## config.mk

```make
export PLATFORM = sky130hd
export DESIGN_NAME = stack_instruction_cycle_sequencer_core
export DESIGN_NICKNAME = d
export VERILOG_FILES = /design/src/rtl/core/sics_pkg.sv /design/src/rtl/core/sics_step.sv /design/src/rtl/core/sics_announce.sv /design/src/rtl/core/stack_instruction_cycle_sequencer_core.sv
export SDC_FILE = /design/constraint.sdc
export NUM_CORES = 1
export LEC_CHECK = 0
export BUFFER_PORTS_ARGS = -buffer_cell sky130_fd_sc_hd__buf_4
export CORE_AREA = 4 4 131 133
export CTS_CLUSTER_DIAMETER = 60
export DETAILED_ROUTE_END_ITERATION = 12
export DIE_AREA = 0 0 135 137
export PLACE_DENSITY = 0.86
export RECOVER_POWER = 25
export SYNTH_ARGS = -nofsm -noshare
export SYNTH_HDL_FRONTEND = slang
export SYNTH_SLANG_ARGS = --single-unit
export TNS_END_PERCENT = 5
```

## constraint.sdc

```tcl
create_clock -name clk -period 5.15 [get_ports clk]
set_input_delay 0.2575 -clock clk [delete_from_list [all_inputs] [get_ports clk]]
set_output_delay 0.2575 -clock clk [all_outputs]
set_load 0.005 [all_outputs]
```

## src/rtl/core/sics_pkg.sv

```systemverilog
// ----------------------------------------------------------------------------
// Stack instruction sequencer package
// Word types, instruction groups and constants shared by the sequencer files.
// ----------------------------------------------------------------------------
`default_nettype none

package sics_pkg;

    typedef enum logic [2:0] {
        GRP_NONE = 3'd0,
        GRP_BRK  = 3'd1,
        GRP_JSR  = 3'd2,
        GRP_RTI  = 3'd3,
        GRP_RTS  = 3'd4,
        GRP_PH   = 3'd5,
        GRP_PL   = 3'd6
    } grp_t;

    localparam logic       FUNC_START = 1'b0;
    localparam logic       FUNC_CYCLE = 1'b1;

    localparam logic [1:0] OUTCOME_BUSY  = 2'd0;
    localparam logic [1:0] OUTCOME_DONE  = 2'd1;
    localparam logic [1:0] OUTCOME_ERROR = 2'd2;

    localparam logic [7:0] OP_BRK = 8'h00;
    localparam logic [7:0] OP_JSR = 8'h20;
    localparam logic [7:0] OP_RTI = 8'h40;
    localparam logic [7:0] OP_RTS = 8'h60;
    localparam logic [7:0] OP_PHP = 8'h08;
    localparam logic [7:0] OP_PHA = 8'h48;
    localparam logic [7:0] OP_PLP = 8'h28;
    localparam logic [7:0] OP_PLA = 8'h68;

    localparam logic [7:0]  STACK_PAGE = 8'h01;
    localparam logic [7:0]  BRK_FLAG   = 8'h10;
    localparam logic [15:0] IRQ_VEC    = 16'hFFFE;
    localparam logic [15:0] IRQ_VEC_HI = 16'hFFFF;

    localparam logic [2:0] CYC_FIRST = 3'd1;
    localparam logic [2:0] CYC_2     = 3'd2;
    localparam logic [2:0] CYC_3     = 3'd3;
    localparam logic [2:0] CYC_4     = 3'd4;
    localparam logic [2:0] CYC_5     = 3'd5;
    localparam logic [2:0] CYC_6     = 3'd6;
    localparam logic [2:0] CYC_7     = 3'd7;

    typedef struct packed {
        logic        func;
        logic [7:0]  opcode;
        logic [15:0] pc_in;
        logic [7:0]  sp_in;
        logic [7:0]  acc_in;
        logic [7:0]  flags_in;
        logic [7:0]  read_data;
    } cmd_t;

    typedef struct packed {
        logic [15:0] bus_addr;
        logic        bus_write;
        logic [7:0]  bus_wdata;
        logic [15:0] pc_out;
        logic [7:0]  sp_out;
        logic [7:0]  acc_out;
        logic [7:0]  flags_out;
        logic [1:0]  outcome;
    } rsp_t;

    typedef struct packed {
        logic [2:0]  cycle_number;
        grp_t        instr_group;
        logic        uses_flags_reg;
        logic [7:0]  operand_low;
        logic [7:0]  held_byte;
        logic [15:0] prog_counter;
        logic [7:0]  stack_pointer;
        logic [7:0]  accumulator;
        logic [7:0]  flags_reg;
    } state_t;

    localparam state_t STATE_RESET = '{
        cycle_number:   CYC_FIRST,
        instr_group:    GRP_NONE,
        uses_flags_reg: 1'b0,
        operand_low:    8'h00,
        held_byte:      8'h00,
        prog_counter:   16'h0000,
        stack_pointer:  8'h00,
        accumulator:    8'h00,
        flags_reg:      8'h00
    };

endpackage

`default_nettype wire

```

## src/rtl/core/sics_step.sv

```systemverilog
// ----------------------------------------------------------------------------
// Sequencer step
// Performs one start or bus cycle on the register state and gives the outcome.
// ----------------------------------------------------------------------------
`default_nettype none

module sics_step (
    input  wire sics_pkg::state_t state,
    input  wire sics_pkg::cmd_t   cmd,
    output sics_pkg::state_t      state_next,
    output logic [1:0]            outcome
);
    import sics_pkg::*;

    logic [2:0] cyc;
    grp_t       grp;
    logic [7:0] rd;

    always_comb
    begin
        cyc        = state.cycle_number + 3'd1;
        grp        = state.instr_group;
        rd         = cmd.read_data;
        state_next = state;
        outcome    = OUTCOME_BUSY;
        if (cmd.func == FUNC_START)
        begin
            state_next.prog_counter   = cmd.pc_in;
            state_next.stack_pointer  = cmd.sp_in;
            state_next.accumulator    = cmd.acc_in;
            state_next.flags_reg      = cmd.flags_in;
            state_next.cycle_number   = CYC_FIRST;
            state_next.operand_low    = 8'h00;
            state_next.held_byte      = 8'h00;
            state_next.uses_flags_reg = (cmd.opcode == OP_PHP) || (cmd.opcode == OP_PLP);
            case (cmd.opcode)
                OP_BRK:         state_next.instr_group = GRP_BRK;
                OP_JSR:         state_next.instr_group = GRP_JSR;
                OP_RTI:         state_next.instr_group = GRP_RTI;
                OP_RTS:         state_next.instr_group = GRP_RTS;
                OP_PHP, OP_PHA: state_next.instr_group = GRP_PH;
                OP_PLP, OP_PLA: state_next.instr_group = GRP_PL;
                default:        state_next.instr_group = GRP_NONE;
            endcase
            if (state_next.instr_group == GRP_NONE)
            begin
                outcome = OUTCOME_ERROR;
            end
        end
        else if (grp == GRP_NONE)
        begin
            outcome = OUTCOME_ERROR;
        end
        else
        begin
            case (cyc)
                CYC_2:
                begin
                    state_next.operand_low = rd;
                    if (grp == GRP_BRK || grp == GRP_JSR)
                    begin
                        state_next.prog_counter = state.prog_counter + 16'd1;
                    end
                end
                CYC_3:
                begin
                    if (grp == GRP_BRK || grp == GRP_PH)
                    begin
                        state_next.stack_pointer = state.stack_pointer - 8'd1;
                        if (grp == GRP_PH)
                        begin
                            outcome = OUTCOME_DONE;
                        end
                    end
                    else if (grp != GRP_JSR)
                    begin
                        state_next.stack_pointer = state.stack_pointer + 8'd1;
                    end
                end
                CYC_4:
                begin
                    case (grp)
                        GRP_BRK, GRP_JSR:
                        begin
                            state_next.stack_pointer = state.stack_pointer - 8'd1;
                        end
                        GRP_RTI:
                        begin
                            state_next.flags_reg     = rd;
                            state_next.stack_pointer = state.stack_pointer + 8'd1;
                        end
                        GRP_RTS:
                        begin
                            state_next.held_byte     = rd;
                            state_next.stack_pointer = state.stack_pointer + 8'd1;
                        end
                        GRP_PL:
                        begin
                            if (state.uses_flags_reg)
                            begin
                                state_next.flags_reg = rd;
                            end
                            else
                            begin
                                state_next.accumulator = rd;
                            end
                            outcome = OUTCOME_DONE;
                        end
                        default: outcome = OUTCOME_ERROR;
                    endcase
                end
                CYC_5:
                begin
                    case (grp)
                        GRP_BRK, GRP_JSR:
                        begin
                            state_next.stack_pointer = state.stack_pointer - 8'd1;
                        end
                        GRP_RTI:
                        begin
                            state_next.held_byte     = rd;
                            state_next.stack_pointer = state.stack_pointer + 8'd1;
                        end
                        GRP_RTS: state_next.prog_counter = {rd, state.held_byte};
                        default: outcome = OUTCOME_ERROR;
                    endcase
                end
                CYC_6:
                begin
                    case (grp)
                        GRP_BRK: state_next.held_byte = rd;
                        GRP_RTI:
                        begin
                            state_next.prog_counter = {rd, state.held_byte};
                            outcome = OUTCOME_DONE;
                        end
                        GRP_RTS:
                        begin
                            state_next.prog_counter = state.prog_counter + 16'd1;
                            outcome = OUTCOME_DONE;
                        end
                        GRP_JSR:
                        begin
                            state_next.prog_counter = {rd, state.operand_low};
                            outcome = OUTCOME_DONE;
                        end
                        default: outcome = OUTCOME_ERROR;
                    endcase
                end
                CYC_7:
                begin
                    if (grp == GRP_BRK)
                    begin
                        state_next.prog_counter = {rd, state.held_byte};
                        outcome = OUTCOME_DONE;
                    end
                    else
                    begin
                        outcome = OUTCOME_ERROR;
                    end
                end
                default: outcome = OUTCOME_ERROR;
            endcase
            state_next.cycle_number = cyc;
            if (outcome != OUTCOME_BUSY)
            begin
                state_next.instr_group  = GRP_NONE;
                state_next.cycle_number = CYC_FIRST;
            end
        end
    end

endmodule

`default_nettype wire

```

## src/rtl/core/sics_announce.sv

```systemverilog
// ----------------------------------------------------------------------------
// Sequencer bus announce
// Derives the next bus access and the register view from the updated state.
// ----------------------------------------------------------------------------
`default_nettype none

module sics_announce (
    input  wire sics_pkg::state_t state,
    input  wire [1:0]             outcome,
    output sics_pkg::rsp_t        rsp
);
    import sics_pkg::*;

    logic [3:0]  nxt;
    logic [15:0] stack_addr;
    logic [7:0]  chosen;

    always_comb
    begin
        nxt            = {1'b0, state.cycle_number} + 4'd1;
        stack_addr     = {STACK_PAGE, state.stack_pointer};
        chosen         = state.uses_flags_reg ? state.flags_reg : state.accumulator;
        rsp.bus_addr   = state.prog_counter;
        rsp.bus_write  = 1'b0;
        rsp.bus_wdata  = 8'h00;
        rsp.pc_out     = state.prog_counter;
        rsp.sp_out     = state.stack_pointer;
        rsp.acc_out    = state.accumulator;
        rsp.flags_out  = state.flags_reg;
        rsp.outcome    = outcome;
        if (state.instr_group != GRP_NONE)
        begin
            case (nxt)
                {1'b0, CYC_3}:
                begin
                    rsp.bus_addr = stack_addr;
                    if (state.instr_group == GRP_BRK)
                    begin
                        rsp.bus_write = 1'b1;
                        rsp.bus_wdata = state.prog_counter[15:8];
                    end
                    else if (state.instr_group == GRP_PH)
                    begin
                        rsp.bus_write = 1'b1;
                        rsp.bus_wdata = chosen;
                    end
                end
                {1'b0, CYC_4}:
                begin
                    rsp.bus_addr = stack_addr;
                    if (state.instr_group == GRP_BRK)
                    begin
                        rsp.bus_write = 1'b1;
                        rsp.bus_wdata = state.prog_counter[7:0];
                    end
                    else if (state.instr_group == GRP_JSR)
                    begin
                        rsp.bus_write = 1'b1;
                        rsp.bus_wdata = state.prog_counter[15:8];
                    end
                end
                {1'b0, CYC_5}:
                begin
                    rsp.bus_addr = stack_addr;
                    if (state.instr_group == GRP_BRK)
                    begin
                        rsp.bus_write = 1'b1;
                        rsp.bus_wdata = state.flags_reg | BRK_FLAG;
                    end
                    else if (state.instr_group == GRP_JSR)
                    begin
                        rsp.bus_write = 1'b1;
                        rsp.bus_wdata = state.prog_counter[7:0];
                    end
                end
                {1'b0, CYC_6}:
                begin
                    if (state.instr_group == GRP_BRK)
                    begin
                        rsp.bus_addr = IRQ_VEC;
                    end
                    else if (state.instr_group == GRP_RTI)
                    begin
                        rsp.bus_addr = stack_addr;
                    end
                end
                {1'b0, CYC_7}: rsp.bus_addr = IRQ_VEC_HI;
                default:       rsp.bus_addr = state.prog_counter;
            endcase
        end
    end

endmodule

`default_nettype wire

```

## src/rtl/core/stack_instruction_cycle_sequencer_core.sv

```systemverilog
// Latency: a result word appears in the cycle after its command word is accepted.
// Throughput: one command word per clock while cmd_stall is low; the result register is the only stage.
// The command side stalls only while a held result word is itself stalled.
// Reset clears the register state to the idle condition (cycle one, no
// instruction active) and empties the result register.
// ----------------------------------------------------------------------------
// Stack instruction cycle sequencer
// Steps the stack-group instructions one bus cycle per accepted command word.
// ----------------------------------------------------------------------------
`default_nettype none

module stack_instruction_cycle_sequencer_core (
    input  wire                 clk,
    input  wire                 rst_n,
    input  wire                 cmd_valid,
    output logic                cmd_stall,
    input  wire sics_pkg::cmd_t cmd,
    output logic                rsp_valid,
    input  wire                 rsp_stall,
    output sics_pkg::rsp_t      rsp
);
    import sics_pkg::*;

    state_t     state_reg;
    state_t     state_next;
    logic [1:0] outcome;
    rsp_t       rsp_reg;
    rsp_t       rsp_next;
    logic       rsp_valid_reg;
    logic       rsp_valid_next;
    logic       accept;

    assign cmd_stall      = rsp_valid_reg && rsp_stall;
    assign accept         = cmd_valid && !cmd_stall;
    assign rsp_valid_next = accept || (rsp_valid_reg && rsp_stall);

    sics_step u_step (
        .state      (state_reg),
        .cmd        (cmd),
        .state_next (state_next),
        .outcome    (outcome)
    );

    sics_announce u_announce (
        .state   (state_next),
        .outcome (outcome),
        .rsp     (rsp_next)
    );

    always_ff @(posedge clk or negedge rst_n)
    begin
        if (!rst_n)
        begin
            state_reg     <= STATE_RESET;
            rsp_valid_reg <= 1'b0;
        end
        else
        begin
            rsp_valid_reg <= rsp_valid_next;
            if (accept)
            begin
                state_reg <= state_next;
            end
        end
    end

    always_ff @(posedge clk)
    begin
        if (accept)
        begin
            rsp_reg <= rsp_next;
        end
    end

    assign rsp_valid = rsp_valid_reg;
    assign rsp       = rsp_reg;

endmodule

`default_nettype wire

```

# Yosys cells after proc, flatten, opt, wreduce, memory -nomap -nowiden
# Index checks and enable logic that the tools add are counted.
# word_totals
out_inout_bits	69
ff_bits	131
word_cells	131
inputBits	61
# op_classes
reduce_logical	21
addsub	5
n_mux	52
eq_ne	35
# ops
operator	n
56-bit 2-to-1 mux	2
16-bit 2-to-1 mux	6
16-bit one-hot mux with 3 select lines	2
8-bit 2-to-1 mux	10
16-bit one-hot mux with 4 select lines	1
9-bit 2-to-1 mux	6
8-bit one-hot mux with 2 select lines	3
8-bit one-hot mux with 3 select lines	2
8-bit by 7-bit == test with 1-bit output (second input constant)	4
9-bit one-hot mux with 3 select lines	1
25-bit 2-to-1 mux	1
3-bit == test (second input constant)	8
3-bit by 2-bit == test with 1-bit output (second input constant)	6
6-bit 2-to-1 mux	3
3-bit one-hot mux with 6 select lines	1
16-bit by 1-bit adder with 16-bit output (second input constant)	1
4-bit by 3-bit == test with 1-bit output (second input constant)	4
8-bit by 6-bit == test with 1-bit output (second input constant)	2
2-bit 2-to-1 mux	8
2-bit one-hot mux with 6 select lines	1
8-bit by 1-bit adder with 8-bit output (second input constant)	1
8-bit by 4-bit == test with 1-bit output (second input constant)	1
8-bit logical NOT	1
2-bit one-hot mux with 2 select lines	2
23 further kinds	36

# Logic depth before layout (Yosys ltp)
# depth
word_depth	15
depth_mapped	14
ltp_nobuf	12

# Cells and area by module
# A second synthesis with hierarchy kept.
# hier_totals
hier_cells	974
hier_area_um2	9661.8
# modules_own_cells
module	seq_area_each_um2	cells_each	area_per_inst_um2	instances
stack_instruction_cycle_sequencer_core	3614.7	204	4718.3	1
sics_step	0.0	576	3597.2	1
sics_announce	0.0	194	1346.3	1

# Worst setup path after synthesis
# OpenSTA, ideal clock, no wires.
# synth_path
path_type	register -> register
startpoint	register state_reg[60] (netlist bit)
endpoint	register rsp_reg (netlist bit rsp[54]) (data pin)
arrival_time_ns	3.469
required_ns	4.889
synth_period_minus_slack_ns	3.729
n_path_buf	3
path_slack_ns	1.421
setup_time_ns	0.261
stages_incl_launch_ff	13
cell_sequence	dfstp_2 -> clkbuf_1 -> inv_1 -> ha_1 -> and3b_1 -> o32a_2 -> or4_1 -> buf_2 -> o32ai_1 -> buf_2 -> o21ai_1 -> o221a_2 -> o32a_1
# synth_lines
item	line	rtl
from (decl)	stack_instruction_cycle_sequencer_core.sv:24	state_t state_reg;
from (signal assigned)	stack_instruction_cycle_sequencer_core.sv:62	state_reg <= state_next;
to (signal assigned)	stack_instruction_cycle_sequencer_core.sv:71	rsp_reg <= rsp_next;
to (decl)	stack_instruction_cycle_sequencer_core.sv:27	rsp_t rsp_reg;

==> flow_metrics.py <==
metrics = {
    "clock_network": {
        "clock_path_buffers": 2,
        "cts_made_buffers": 17,
        "clk_pin_slew_ps": 60,
        "cts_root_buf": "clkbuf_16",
        "cts_tree": "built",
        "insertion_delay_ps": 430,
        "cts_max_level": 4,
        "clock_sinks": 131,
    },
    "yosys": {
        "synth-compound-area-share_pct": 24.9,
        "synth_top_area_cell": "edfxtp_1",
        "syn_area_per_cell_um2": 8.78,
        "synth_common_cells": "nand2_1 (140), o21ai_0 (90), nor2_1 (75), edfxtp_1 (67)",
        "synthTopCellsByArea": "edfxtp_1 (23%), dfrtp_1 (18%), nand2_1 (6.0%)",
        "yosysMostFrequentCell": "nand2_1",
        "synth_nets": 1060,
        "ys_ff_latch": 131,
        "ys_warn_count": 0,
        "synth_xor_area_share_pct": 2.31,
        "synthMuxAreaShare_pct": 5.13,
        "synth_top_family_by_area": "compound AO/OA/AOI/OAI gates",
        "synth_edf_count": 67,
        "seq_area_frac_synth_pct": 41.5,
        "synth.top_cell.area_share_pct": 23.1,
        "syn-instance-count": 991,
        "synth_flop_cell": "edfxtp_1",
        "ys_types": 90,
        "synthArstFlopShare_pct": 48.9,
        "synthAdderAreaFrac_pct": 1.27,
        "synth_simple_gate_area_share_pct": 19.8,
        "synth_area_um2": 8700,
    },
    "sta": {
        "worst_slew_margin_rel_pct": -145,
        "tns_ps": 0,
        "setup_violations": 0,
        "worst_slack_ps": 817,
        "rsz0062_at_grt": "false",
        "hold_viol_final": 0,
        "worstMarginPinSlew_ps": 3680,
        "finalCriticalPeriod_ps": 4330,
        "fmax_mhz": 231,
        "post-route-period-util_pct": 84.1,
        "maxSlewViolCount": 65,
        "fin_skew_ps": 6.47,
    },
    "worst_setup_path": {
        "critical_path.endpoint_type": "register",
        "cp_data_required_time_ps": 5300,
        "startpoint_type": "register",
        "slowest_stage": "dfstp_2",
        "cp.arrival_ps": 4480,
        "cp_slowest_stage_delay_ps": 720,
        "critical-path-top-delay-family": "compound AO/OA/AOI/OAI gates",
        "critical_path_class": "register to register",
        "crit_fanout": 18,
        "crit_chain": "ha_1 > xor2_4 > nor4_1 > o32a_2 > or4_1 > o32ai_1 > buf_4 > o21a_1 > nor2_1 > a21oi_1 > o21ai_0",
        "path_buf_inv": 1,
    },
    "placement": {
        "port_buffers": 129,
        "hpwl_mm": 19.6,
        "gp_congestion": 0.957,
        "pre_cts_ws_ps": 930,
    },
    "global_routing": {
        "grt_max_degree": 71,
        "grt_overflow_total": 0,
        "grt_pass1_vias": 7860,
        "grt_pass1_wl_mm": 43.0,
        "antenna_found_initial": 0,
        "grt_usage_pct": 29.6,
    },
    "floorplan": {
        "rows": 46,
        "die-area_um2": 18500,
        "pin_count": 130,
        "die_y_um": 137,
        "initial_core_util_pct": 55.0,
        "die_w_um": 135,
        "core-area_um2": 15800,
    },
    "power": {
        "swShare_pct": 35.8,
        "power.total_mw": 3.63,
        "comb_power_share_pct": 28.1,
        "clockPowerShare_pct": 34.3,
        "ir_drop_mv": 0.306,
        "power_leakage_nw": 4.39,
        "cellPowerDensity_nw_per_um2": 350,
        "p_sw_mw": 1.30,
        "p_int_mw": 2.33,
        "power_frac_seq_pct": 37.5,
    },
    "min_path": {
        "hold_class": "input pin to register",
    },
    "layout": {
        "drive_above_1_share_pct": 20.7,
        "seqCellArea_um2": 3610,
        "area_delta_synth_final_pct": 19.5,
        "fillCellCount": 1242,
        "largest_register_ffs": 67,
        "finalNetCount": 1161,
        "multiInputGateArea_um2": 4650,
        "final_core_util_pct": 65.7,
        "antenna_cells": 0,
    },
    "route": {
        "dr.pass1.iters": 9,
        "drtIter0Drc": 1351,
        "wl_mm": 28.0,
        "viasPerCell": 6.57,
        "wl_per_cell_um": 21.2,
        "dr_total_vias": 8681,
        "antenna_left": 0,
        "drc": 0,
    },
    "run": {
        "max_cap_viol_count": 1,
    },
    "status": {
        "violations": "max-capacitance violations, max-slew violations",
        "status": "finished, violations left",
    },
}
layer usage:
metal	share of wire, %	wire length, um	GRT usage [%]	up-vias
met4	3.9	1090	11.8	0
li1	-	-	-	3884
met5	0	0	0	-
met2	45	12700	45.9	637
met1	39	10800	40.0	4056
met3	12	3400	7.35	104
logic make-up after synthesis:
logic type	after synthesis
mux	42
xor+xnor	20
simple gates	353
flops	131
buf+inv	110
compound gates	326
fa+ha+maj	9
final cells by class:
cell class,count,area share [%]
clock buffers,17,4.09
clock inverters,15,1.62
inverters,43,1.56
multi-input cells,750,44.7
flip-flops and latches,131,34.8
well taps,216,2.60
repair buffers,149,10.6
power groups by stage:
stage | clock network [mW] | registers, mW | logic (mW)
after detailed placement | 0 | 1.38 | 0.993
after global routing | 1.29 | 1.38 | 1.11
after CTS | 1.24 | 1.36 | 1.00
final | 1.25 | 1.36 | 1.02
after floorplan | 0 | 1.32 | 0.736
after global placement | 0 | 1.37 | 0.968
stage by stage:
step                cells  hold WS, ps  area [um^2]
floorplan             991        -38.1         8700
global placement     1288          418         9810
detailed placement   1288          425         9810
CTS                  1321         31.3        10400
global route         1321         38.6        10400
finish               1321         29.9        10400
path summary, 6_finish.rpt:
| kind | from | end | slack, ps | cells past startpoint |
|---|---|---|---|---|
| worst max-delay path | state_reg[60]$_DFFE_PN1P_ | rsp[60]$_DFFE_PP_ | 820 | 11 |
| worst min-delay path | cmd_valid | rsp_valid$_DFF_PN0_ | 30 | 2 |
| worst max register to register | state_reg[60]$_DFFE_PN1P_ | rsp[60]$_DFFE_PP_ | 820 | 11 |
| worst min register to register | state_reg[9]$_DFFE_PN0P_ | state_reg[9]$_DFFE_PN0P_ | 480 | 2 |
| max in group asynchronous | rst_n | state_reg[18]$_DFFE_PN0P_ | 1410 | 2 |
| min in group asynchronous | rst_n | state_reg[21]$_DFFE_PN0P_ | 1630 | 2 |
cells in the final DEF (no fill, tap or decap), types with 9 or more instances in the layout:
master     instances
nand2_1          139
buf_4             97
o21ai_0           90
nor2_1            75
edfxtp_1          67
a21oi_1           63
dfrtp_1           63
clkbuf_4          47
inv_1             41
mux2_2            21
mux2i_1           21
nor3_1            18
nand3_1           17
o22ai_1           17
clkbuf_16         17
and3_1            16
nor2b_1           13
a22oi_1           13
a221oi_1          12
o211ai_1          11
a211oi_1          11
nand4_1           10
xnor2_1            9
xor2_1             9
repair_timing:
item | CTS | global route
gates resized for setup | 0 | 0
buffers inserted | 0 | 0
hold endpoints to repair | 30 | 0
hold buffers | 1 | 0
(Power assumes the default switching activity.)
